File: src/hw/rtl/tekd_pkg.sv
// ----------------------------------------------------------------------------
// tekd_pkg: terminal escape key decoder package
// Beat types, key numbers, character codes and key lookup functions.
// ----------------------------------------------------------------------------
package tekd_pkg;

  typedef struct packed {
    logic       kind;
    logic [7:0] in_byte;
  } in_item_t;

  typedef struct packed {
    logic       is_special;
    logic [7:0] code;
    logic       ctrl_modifier;
  } out_item_t;

  // event kinds
  localparam logic KindByte    = 1'b0;
  localparam logic KindTimeout = 1'b1;

  // characters
  localparam logic [7:0] ChEsc   = 8'h1B;
  localparam logic [7:0] ChDel   = 8'h7F;
  localparam logic [7:0] ChBs    = 8'h08;
  localparam logic [7:0] ChNul   = 8'h00;
  localparam logic [7:0] ChLbrk  = 8'h5B;
  localparam logic [7:0] ChO     = 8'h4F;
  localparam logic [7:0] ChE     = 8'h45;
  localparam logic [7:0] ChTilde = 8'h7E;
  localparam logic [7:0] ChSemi  = 8'h3B;
  localparam logic [7:0] ChDig0  = 8'h30;
  localparam logic [7:0] ChDig1  = 8'h31;
  localparam logic [7:0] ChDig2  = 8'h32;
  localparam logic [7:0] ChDig9  = 8'h39;

  // key numbers
  localparam logic [7:0] KeyUp    = 8'd0;
  localparam logic [7:0] KeyDown  = 8'd1;
  localparam logic [7:0] KeyRight = 8'd2;
  localparam logic [7:0] KeyLeft  = 8'd3;
  localparam logic [7:0] KeyHome  = 8'd4;
  localparam logic [7:0] KeyEnd   = 8'd5;
  localparam logic [7:0] KeyIns   = 8'd6;
  localparam logic [7:0] KeyDel   = 8'd7;
  localparam logic [7:0] KeyPgUp  = 8'd8;
  localparam logic [7:0] KeyPgDn  = 8'd9;
  localparam logic [7:0] KeyF1    = 8'd10;
  localparam logic [7:0] KeyF2    = 8'd11;
  localparam logic [7:0] KeyF3    = 8'd12;
  localparam logic [7:0] KeyF4    = 8'd13;
  localparam logic [7:0] KeyF5    = 8'd14;
  localparam logic [7:0] KeyF6    = 8'd15;
  localparam logic [7:0] KeyF7    = 8'd16;
  localparam logic [7:0] KeyF8    = 8'd17;
  localparam logic [7:0] KeyF9    = 8'd18;
  localparam logic [7:0] KeyF10   = 8'd19;
  localparam logic [7:0] KeyF11   = 8'd20;
  localparam logic [7:0] KeyF12   = 8'd21;
  localparam logic [7:0] KeyNone  = 8'hFF;

  function automatic logic [7:0] csi_letter(input logic [7:0] b);
    case (b)
      8'h41:   return KeyUp;
      8'h42:   return KeyDown;
      8'h43:   return KeyRight;
      8'h44:   return KeyLeft;
      8'h46:   return KeyEnd;
      8'h48:   return KeyHome;
      default: return KeyNone;
    endcase
  endfunction

  function automatic logic [7:0] ss3_letter(input logic [7:0] b);
    case (b)
      8'h48:   return KeyHome;
      8'h46:   return KeyEnd;
      8'h50:   return KeyF1;
      8'h51:   return KeyF2;
      8'h52:   return KeyF3;
      8'h53:   return KeyF4;
      default: return KeyNone;
    endcase
  endfunction

  function automatic logic [7:0] mod_letter(input logic [7:0] b);
    case (b)
      8'h41:   return KeyUp;
      8'h42:   return KeyDown;
      8'h43:   return KeyRight;
      8'h44:   return KeyLeft;
      8'h50:   return KeyF1;
      8'h51:   return KeyF2;
      8'h52:   return KeyF3;
      8'h53:   return KeyF4;
      default: return KeyNone;
    endcase
  endfunction

  function automatic logic [7:0] tilde_key(input logic [7:0] d);
    case (d)
      8'h31:   return KeyHome;
      8'h32:   return KeyIns;
      8'h33:   return KeyDel;
      8'h34:   return KeyEnd;
      8'h35:   return KeyPgUp;
      8'h36:   return KeyPgDn;
      8'h37:   return KeyHome;
      8'h38:   return KeyEnd;
      default: return KeyNone;
    endcase
  endfunction

  // xterm two-digit function key numbers
  function automatic logic [7:0] fkey(input logic [7:0] d1, input logic [7:0] d2);
    case ({d1, d2})
      {ChDig1, 8'h35}: return KeyF5;
      {ChDig1, 8'h37}: return KeyF6;
      {ChDig1, 8'h38}: return KeyF7;
      {ChDig1, 8'h39}: return KeyF8;
      {ChDig2, 8'h30}: return KeyF9;
      {ChDig2, 8'h31}: return KeyF10;
      {ChDig2, 8'h33}: return KeyF11;
      {ChDig2, 8'h34}: return KeyF12;
      default:         return KeyNone;
    endcase
  endfunction

  function automatic out_item_t key_or_esc(input logic [7:0] key, input logic ctrl);
    out_item_t r;
    r.ctrl_modifier = ctrl;
    if (key == KeyNone) begin
      r.is_special = 1'b0;
      r.code       = ChEsc;
    end else begin
      r.is_special = 1'b1;
      r.code       = key;
    end
    return r;
  endfunction

endpackage

File: src/hw/rtl/tekd_intf.sv
// ----------------------------------------------------------------------------
// tekd channel interfaces
// Valid/ready channels for input events and decoded keys.
// ----------------------------------------------------------------------------
interface tekd_in_if;
  import tekd_pkg::*;

  logic     valid;
  logic     ready;
  in_item_t payload;

  modport source (output valid, output payload, input ready);
  modport sink (input valid, input payload, output ready);
endinterface

interface tekd_out_if;
  import tekd_pkg::*;

  logic      valid;
  logic      ready;
  out_item_t payload;

  modport source (output valid, output payload, input ready);
  modport sink (input valid, input payload, output ready);
endinterface

File: src/hw/rtl/terminal_escape_key_decoder.sv
// ----------------------------------------------------------------------------
// terminal_escape_key_decoder
// Decodes vt100/xterm escape sequences from a terminal byte stream into keys.
// ----------------------------------------------------------------------------
// the input register holds a taken beat; its result then goes to the result register
// throughput: one input beat per cycle while the result side keeps up
// both stages are plain registers; the parser state advances when the input stage moves on
// reset: parser idle, parameters and ctrl flag zero, no beats held
module terminal_escape_key_decoder (
  input  logic        clk_i,
  input  logic        rst_ni,
  tekd_in_if.sink     in_i,
  tekd_out_if.source  out_o
);
  import tekd_pkg::*;

  localparam logic [3:0] PhIdle     = 4'd0;
  localparam logic [3:0] PhEsc      = 4'd1;
  localparam logic [3:0] PhCsi      = 4'd2;
  localparam logic [3:0] PhSs3      = 4'd3;
  localparam logic [3:0] PhJunk     = 4'd4;
  localparam logic [3:0] PhCsiDig   = 4'd5;
  localparam logic [3:0] PhModSkip  = 4'd6;
  localparam logic [3:0] PhModFinal = 4'd7;
  localparam logic [3:0] PhFkAfter  = 4'd8;
  localparam logic [3:0] PhFkMod    = 4'd9;
  localparam logic [3:0] PhFkTail   = 4'd10;

  logic       in_vld_q;
  in_item_t   in_item_q;
  logic       out_vld_q;
  out_item_t  out_item_q;
  logic       adv;

  logic [3:0] phase_q, phase_d, ph;
  logic [7:0] first_q, first_d;
  logic [7:0] second_q, second_d;
  logic       ctrl_q, ctrl_d;
  logic       res_vld;
  out_item_t  res;
  logic [7:0] b;
  logic [7:0] k;

  // input stage moves on when the result slot is free or being emptied
  assign adv         = in_vld_q && (!out_vld_q || out_o.ready);
  assign in_i.ready  = !in_vld_q || adv;
  assign out_o.valid = out_vld_q;
  assign out_o.payload = out_item_q;

  assign b = in_item_q.in_byte;
  assign ph = (phase_q > PhFkTail) ? PhIdle : phase_q;

  always_comb begin
    phase_d  = phase_q;
    first_d  = first_q;
    second_d = second_q;
    ctrl_d   = ctrl_q;
    res_vld  = 1'b0;
    res      = key_or_esc(KeyNone, ctrl_q);
    k        = KeyNone;
    if (ph == PhIdle) begin
      phase_d = PhIdle;
      if (in_item_q.kind == KindByte) begin
        ctrl_d = 1'b0;
        if (b == ChEsc) begin
          phase_d = PhEsc;
        end else begin
          res_vld           = 1'b1;
          res.is_special    = 1'b0;
          res.code          = (b == ChDel) ? ChBs : b;
          res.ctrl_modifier = 1'b0;
        end
      end
    end else if (in_item_q.kind == KindTimeout) begin
      res_vld = 1'b1;
      res     = key_or_esc(KeyNone, ctrl_q);
    end else begin
      case (ph)
        PhEsc: begin
          phase_d = (b == ChLbrk) ? PhCsi : (b == ChO) ? PhSs3 : PhJunk;
        end
        PhJunk: begin
          res_vld = 1'b1;
          res     = key_or_esc(KeyNone, ctrl_q);
        end
        PhSs3: begin
          res_vld = 1'b1;
          res     = key_or_esc(ss3_letter(b), ctrl_q);
        end
        PhCsi: begin
          if (b >= ChDig0 && b <= ChDig9) begin
            first_d = b;
            phase_d = PhCsiDig;
          end else if (b == ChE) begin
            res_vld           = 1'b1;
            res.is_special    = 1'b0;
            res.code          = ChNul;
            res.ctrl_modifier = ctrl_q;
          end else begin
            res_vld = 1'b1;
            res     = key_or_esc(csi_letter(b), ctrl_q);
          end
        end
        PhCsiDig: begin
          if (b == ChTilde) begin
            res_vld = 1'b1;
            res     = key_or_esc(tilde_key(first_q), ctrl_q);
          end else if (b == ChSemi) begin
            phase_d = PhModSkip;
          end else if (first_q == ChDig1 || first_q == ChDig2) begin
            second_d = b;
            phase_d  = PhFkAfter;
          end else begin
            res_vld = 1'b1;
            res     = key_or_esc(KeyNone, ctrl_q);
          end
        end
        PhModSkip: begin
          phase_d = PhModFinal;
        end
        PhModFinal: begin
          k = mod_letter(b);
          if (k != KeyNone) begin
            ctrl_d = 1'b1;
          end
          res_vld = 1'b1;
          res     = key_or_esc(k, ctrl_d);
        end
        PhFkAfter: begin
          if (b == ChTilde) begin
            res_vld = 1'b1;
            res     = key_or_esc(fkey(first_q, second_q), ctrl_q);
          end else begin
            phase_d = (b == ChSemi) ? PhFkMod : PhFkTail;
          end
        end
        PhFkMod: begin
          ctrl_d = 1'b1;
          if (b == ChTilde) begin
            res_vld = 1'b1;
            res     = key_or_esc(fkey(first_q, second_q), 1'b1);
          end else begin
            phase_d = PhFkTail;
          end
        end
        default: begin
          // trailing byte after the modifier, or after a non-tilde byte past the two digits
          ctrl_d  = 1'b1;
          res_vld = 1'b1;
          res     = key_or_esc(fkey(first_q, second_q), 1'b1);
        end
      endcase
    end
    if (res_vld) begin
      phase_d = PhIdle;
    end
  end

  always_ff @(posedge clk_i or negedge rst_ni) begin
    if (!rst_ni) begin
      in_vld_q  <= 1'b0;
      out_vld_q <= 1'b0;
      phase_q   <= PhIdle;
      first_q   <= 8'd0;
      second_q  <= 8'd0;
      ctrl_q    <= 1'b0;
    end else begin
      if (in_i.ready) begin
        in_vld_q <= in_i.valid;
      end
      if (adv) begin
        out_vld_q <= res_vld;
        phase_q   <= phase_d;
        first_q   <= first_d;
        second_q  <= second_d;
        ctrl_q    <= ctrl_d;
      end else if (out_o.ready) begin
        out_vld_q <= 1'b0;
      end
    end
  end

  always_ff @(posedge clk_i) begin
    if (in_i.ready && in_i.valid) begin
      in_item_q <= in_i.payload;
    end
    if (adv && res_vld) begin
      out_item_q <= res;
    end
  end

endmodule

File: src/flat_wrapper.sv
// flat-port wrapper written by rule: the top's interface ports become plain ports
module terminal_escape_key_decoder_flat import tekd_pkg::*;
  (clk_i, rst_ni, in_i_valid, in_i_payload, in_i_ready, out_o_valid, out_o_payload, out_o_ready);
  tekd_in_if in_i_i ();
  tekd_out_if out_o_i ();
  input  logic clk_i;
  input  logic rst_ni;
  input wire logic [$bits(in_i_i.valid)-1:0] in_i_valid;
  input wire logic [$bits(in_i_i.payload)-1:0] in_i_payload;
  output wire logic [$bits(in_i_i.ready)-1:0] in_i_ready;
  output wire logic [$bits(out_o_i.valid)-1:0] out_o_valid;
  output wire logic [$bits(out_o_i.payload)-1:0] out_o_payload;
  input wire logic [$bits(out_o_i.ready)-1:0] out_o_ready;
  assign in_i_i.valid = in_i_valid;
  assign in_i_i.payload = in_i_payload;
  assign in_i_ready = in_i_i.ready;
  assign out_o_valid = out_o_i.valid;
  assign out_o_payload = out_o_i.payload;
  assign out_o_i.ready = out_o_ready;
  terminal_escape_key_decoder u_core (.clk_i(clk_i), .rst_ni(rst_ni), .in_i(in_i_i), .out_o(out_o_i));
endmodule
File: config.mk
export PLATFORM = sky130hd
export DESIGN_NAME = terminal_escape_key_decoder_flat
export DESIGN_NICKNAME = d
export VERILOG_FILES = /design/src/hw/rtl/tekd_pkg.sv /design/src/hw/rtl/tekd_intf.sv /design/src/hw/rtl/terminal_escape_key_decoder.sv /design/src/flat_wrapper.sv
export SDC_FILE = /design/constraint.sdc
export NUM_CORES = 1
export LEC_CHECK = 0
export ABC_AREA = 1
export ABC_CLOCK_PERIOD_IN_PS = 5150
export BUFFER_PORTS_ARGS = -buffer_cell sky130_fd_sc_hd__buf_2
export CORE_ASPECT_RATIO = 1.1
export CORE_MARGIN = 2
export CORE_UTILIZATION = 30
export DETAILED_ROUTE_END_ITERATION = 12
export GPL_TIMING_DRIVEN = 1
export PLACE_DENSITY = 0.47
export REMOVE_ABC_BUFFERS = 1
export SETUP_SLACK_MARGIN = 0.2
export SYNTH_ARGS = -nofsm -noshare
export SYNTH_HDL_FRONTEND = slang
export SYNTH_SLANG_ARGS = --single-unit
File: constraint.sdc
create_clock -name clk_i -period 5.15 [get_ports clk_i]
set_clock_uncertainty 0.2 [all_clocks]
set_input_delay 1.03 -clock clk_i [delete_from_list [all_inputs] [get_ports clk_i]]
set_output_delay 1.03 -clock clk_i [all_outputs]
set_load 0.1 [all_outputs]
### After elaboration in Yosys (flattened, before gate mapping)

Index checks and enable logic that the tools add are counted.

* bits in registers: 42
* output and inout bits: 12
* input bits: 13

* reductions and logical operators: 23
* equal/unequal tests: 57
* bitwise operators: 4
* mux-type cells: 81
* magnitude comparators: 3

Operators with widths (number)
* $mux 8: 26
* $pmux 8 s6: 3
* $eq 16x14->1 const B: 8
* $pmux 8 s8: 2
* $eq 8x7->1 const B: 15
* $mux 10: 8
* $eq 8x6->1 const B: 9
* $mux 9: 8
* $pmux 10 s7: 1
* $eq 8x8->1 const B: 7
* $mux 4: 12
* $pmux 4 s6: 1
* $eq 4x3->1 const B: 4
* $mux 1: 16
* $ne 4x2->1 const B: 3
* $reduce_or 9->1: 1
* $eq 4x2->1 const B: 2
* $eq 4x4->1 const B: 2
* $eq 8x5->1 const B: 1
* $ge 8x6->1 const B: 1
* $le 8x6->1 const B: 1
* $ne 8x8->1 const B: 1
* $reduce_and 8->1: 1
* $reduce_bool 8->1: 1
* other kinds (22): 34

### Depth between registers and ports, before layout

* depth after elaboration: 14
* gate-level depth with buffers: 14
* depth with buffers taken out: 14

### Least setup slack after synthesis

OpenSTA, ideal clock, no wires.

* kind: register to output
* start: register u_core.out_vld_q (netlist: u_core.out_o.valid)
* end: output in_i_ready
* stages on the path, launching flop included: 2
* arrival time: 1.941 ns
* path slack: 1.979 ns
* data required time: 3.920 ns
* cells stage by stage: dfrtp_1 -> nand3_1

* cells in the longest elaborated chain, start to end: 4

Ends and longest elaborated chain
* start: declaration: line terminal_escape_key_decoder.sv:31 `logic out_vld_q;`
* start signal: assignment: line terminal_escape_key_decoder.sv:172 `out_vld_q <= res_vld;`
* $logic_not 1->1: line terminal_escape_key_decoder.sv:45 `assign adv = in_vld_q && (!out_vld_q || out_o.ready);`
* $logic_or 1x1->1: line terminal_escape_key_decoder.sv:45
* $logic_and 1x1->1: line terminal_escape_key_decoder.sv:45
* $logic_or 1x1->1: line terminal_escape_key_decoder.sv:46 `assign in_i.ready = !in_vld_q || adv;`
* end: declaration: line flat_wrapper.sv:10 `output wire logic [$bits(in_i_i.ready)-1:0] in_i_ready;`

Every way passes these cells.

### Worst setup path after layout

* start: input out_o_ready
* end: output in_i_ready

* cells in the longest elaborated chain, start to end: 3

Ends and longest elaborated chain
* start: declaration: line flat_wrapper.sv:13 `input wire logic [$bits(out_o_i.ready)-1:0] out_o_ready;`
* $logic_or 1x1->1: line terminal_escape_key_decoder.sv:45
* $logic_and 1x1->1: line terminal_escape_key_decoder.sv:45
* $logic_or 1x1->1: line terminal_escape_key_decoder.sv:46

Every way passes these cells.

==> impl_metrics.tcl <==
set metrics [dict create \
    wl_met1_microns 3700 \
    clock-sinks 42 \
    stdcell_area_sq_um 3400 \
    max_freq_ghz 0.344 \
    status "complete, no violations" \
    hold_violations 0 \
    postCtsHoldBufs 0 \
    synthToLayoutAreaGrowth_pct 10.0 \
    highest_layer "met4" \
    grt_max_degree 24 \
    post_cts_buffers 0 \
    cp-start-kind "input pin" \
    clk_pin_slew_ns 0.09 \
    place_area_sq_um 3320 \
    viasPerCell 4.81 \
    synth_top_area_frac 0.186 \
    rsz0062_at_grt "no" \
    layout-drive-gt1-share 0.172 \
    yosysWarnings 0 \
    finalCriticalPeriod_ns 2.91 \
    syn_area_per_cell_sq_um 6.79 \
    cp.arrival_ns 1.68 \
    final_common_cell "nand2_1" \
    ys_seq_elements 42 \
    n_antenna_cell 0 \
    end_kind "output port" \
    dieArea_sq_um 11100 \
    tns_ns 0 \
    synth_area_sq_um 3090 \
    grt_overflow 0 \
    cts_made_buffers 5 \
    finalMaxSlewViolations 0 \
    gp_congestion 0.881 \
    core_sq_um 9940 \
    dieHeight_microns 110 \
    port_buffers 24 \
    cap_violations 0 \
    die_w_microns 101 \
    finalCritPeriodShare 0.565 \
    slew_headroom 0.627 \
    ys_seq_area_frac 0.371 \
    ys_types 37 \
    routed_wl_microns 8020 \
    wl_met3_microns 441 \
    synth_largest_area_cell "dfrtp_1" \
    clock_latency_ns 0.31 \
    cp.required_ns 3.92 \
    peakVddDrop_uv 306 \
    cts_max_level 2 \
    worst_slew_pin_slew_ns 0.554 \
    routedWlPerCell_microns 13.3 \
    post-route-util 0.342 \
    synthCells 455 \
    ios 25 \
    nets 495 \
    cts-root-buf "clkbuf_8" \
    grt_antenna_before_repair 0 \
    drc 0 \
    num_rows 38 \
    grt_pass1_vias 2763 \
    cp_max_fo 3 \
    critPathKind "input pin to output port" \
    drtPass1Iterations 4 \
    layout_common_cells "150 x nand2_1, 74 x nor2_1, 49 x inv_1, 24 x buf_2" \
    vias 2900 \
    setup_violations 0 \
    synth_area_leaders "dfrtp_1 19%, edfxtp_1 18%, nand2_1 18%" \
    p_leak_nw 1.72 \
    start_util 0.311 \
    grt_pass1_wl_microns 13400 \
    hp-class "register to register" \
    track_usage 0.152 \
    post_cts_resized 0 \
    power_density_nw_per_um2 398 \
    clockBufferDepth 2 \
    drt_iter0_drc 199 \
    dpl.hpwl_microns 6570 \
    ant_nets 0 \
    cts_tree "built" \
    wl_met2_microns 3780 \
]
-- cell usage after synthesis (all sizes together) --
library cell and n:
nor3 7, o2111ai 1, a31oi 2, a22oi 1, edfxtp 19, buf 4, nand2 161, nand4 13
a21oi 9, nand3 25, and2 1, dfrtp 23, nor4 3, or2 1, o211ai 6, o22ai 3
o21ai 26, o21a 2, inv 65, nor2 82, nor3b 1
-- where the power goes --
part / total (mW) / internal (mW) / switching [mW]
clock: 0.212 / 0.0934 / 0.119
sequential: 0.460 / 0.422 / 0.0382
combinational: 0.680 / 0.146 / 0.534
total: 1.35 / 0.661 / 0.691
-- cell families after synthesis --
kind of cell           share of synthesized area
buffers and inverters                     0.0939
and+or+nand+nor                            0.431
DFF                                        0.371
AOI/OAI and AO/OA                          0.104
-- worst paths after layout --
| kind | start | to | slack [ns] | cells after the start |
|---|---|---|---|---|
| hold / removal | u_core.first_q[5] | u_core.first_q[5] | 0.27 | 2 |
| setup / recovery | out_o_ready | in_i_ready | 2.24 | 4 |
| setup reg to reg | u_core.b[0] | u_core.out_o.payload[3] | 2.65 | 9 |
| max in group asynchronous | rst_ni | u_core.phase_q[1] | 3.89 | 1 |
| min in group asynchronous | rst_ni | u_core.first_q[5] | 0.49 | 1 |
| hold reg to reg | u_core.first_q[5] | u_core.first_q[5] | 0.27 | 2 |
-- registers in the layout, indices dropped and copies added, names as in the netlist --
signal,count
u_core.phase_q,4
u_core.in_vld_q,1
u_core.b,8
u_core.second_q,8
u_core.ctrl_q,1
u_core.out_o.valid,1
u_core.in_item_q,1
u_core.out_o.payload,10
u_core.first_q,8
-- critical path, stage by stage --
cell,delay [ns]
buf_2,0.07
inv_1,0.04
nand3_1,0.09
buf_2,0.44
-- stage by stage --
| step | hold slack, ns | worst slack [ns] | power [mW] | std cells |
|---|---|---|---|---|
| 3_5_place_dp | 0.251 | 2.23 | 1.15 | 595 |
| 5_1_grt | 0.301 | 2.18 | 1.44 | 603 |
| 4_1_cts | 0.274 | 2.23 | 1.37 | 603 |
| 2_1_floorplan | 0.234 | 1.98 | 1.02 | 451 |
| 3_3_place_gp | 0.246 | 2.25 | 1.15 | 595 |
| 6_report | 0.271 | 2.24 | 1.35 | 603 |
-- metal layers --
layer / track usage / vias to the layer above
li1: - / 1517
met1: 0.202 / 1299
met2: 0.246 / 75
met3: 0.0361 / 9
met4: 0.0429 / 0
met5: 0 / -
-- final cells by class --
cell class / count / area (sq um)
timing repair buffer: 24 / 120
tap: 120 / 150
inverter: 65 / 249
clock inverter: 2 / 8.76
fill: 1070 / 6540
multi-input combinational: 344 / 1650
sequential: 42 / 1150
clock buffer: 6 / 72.6
(Power assumes the default switching activity.)
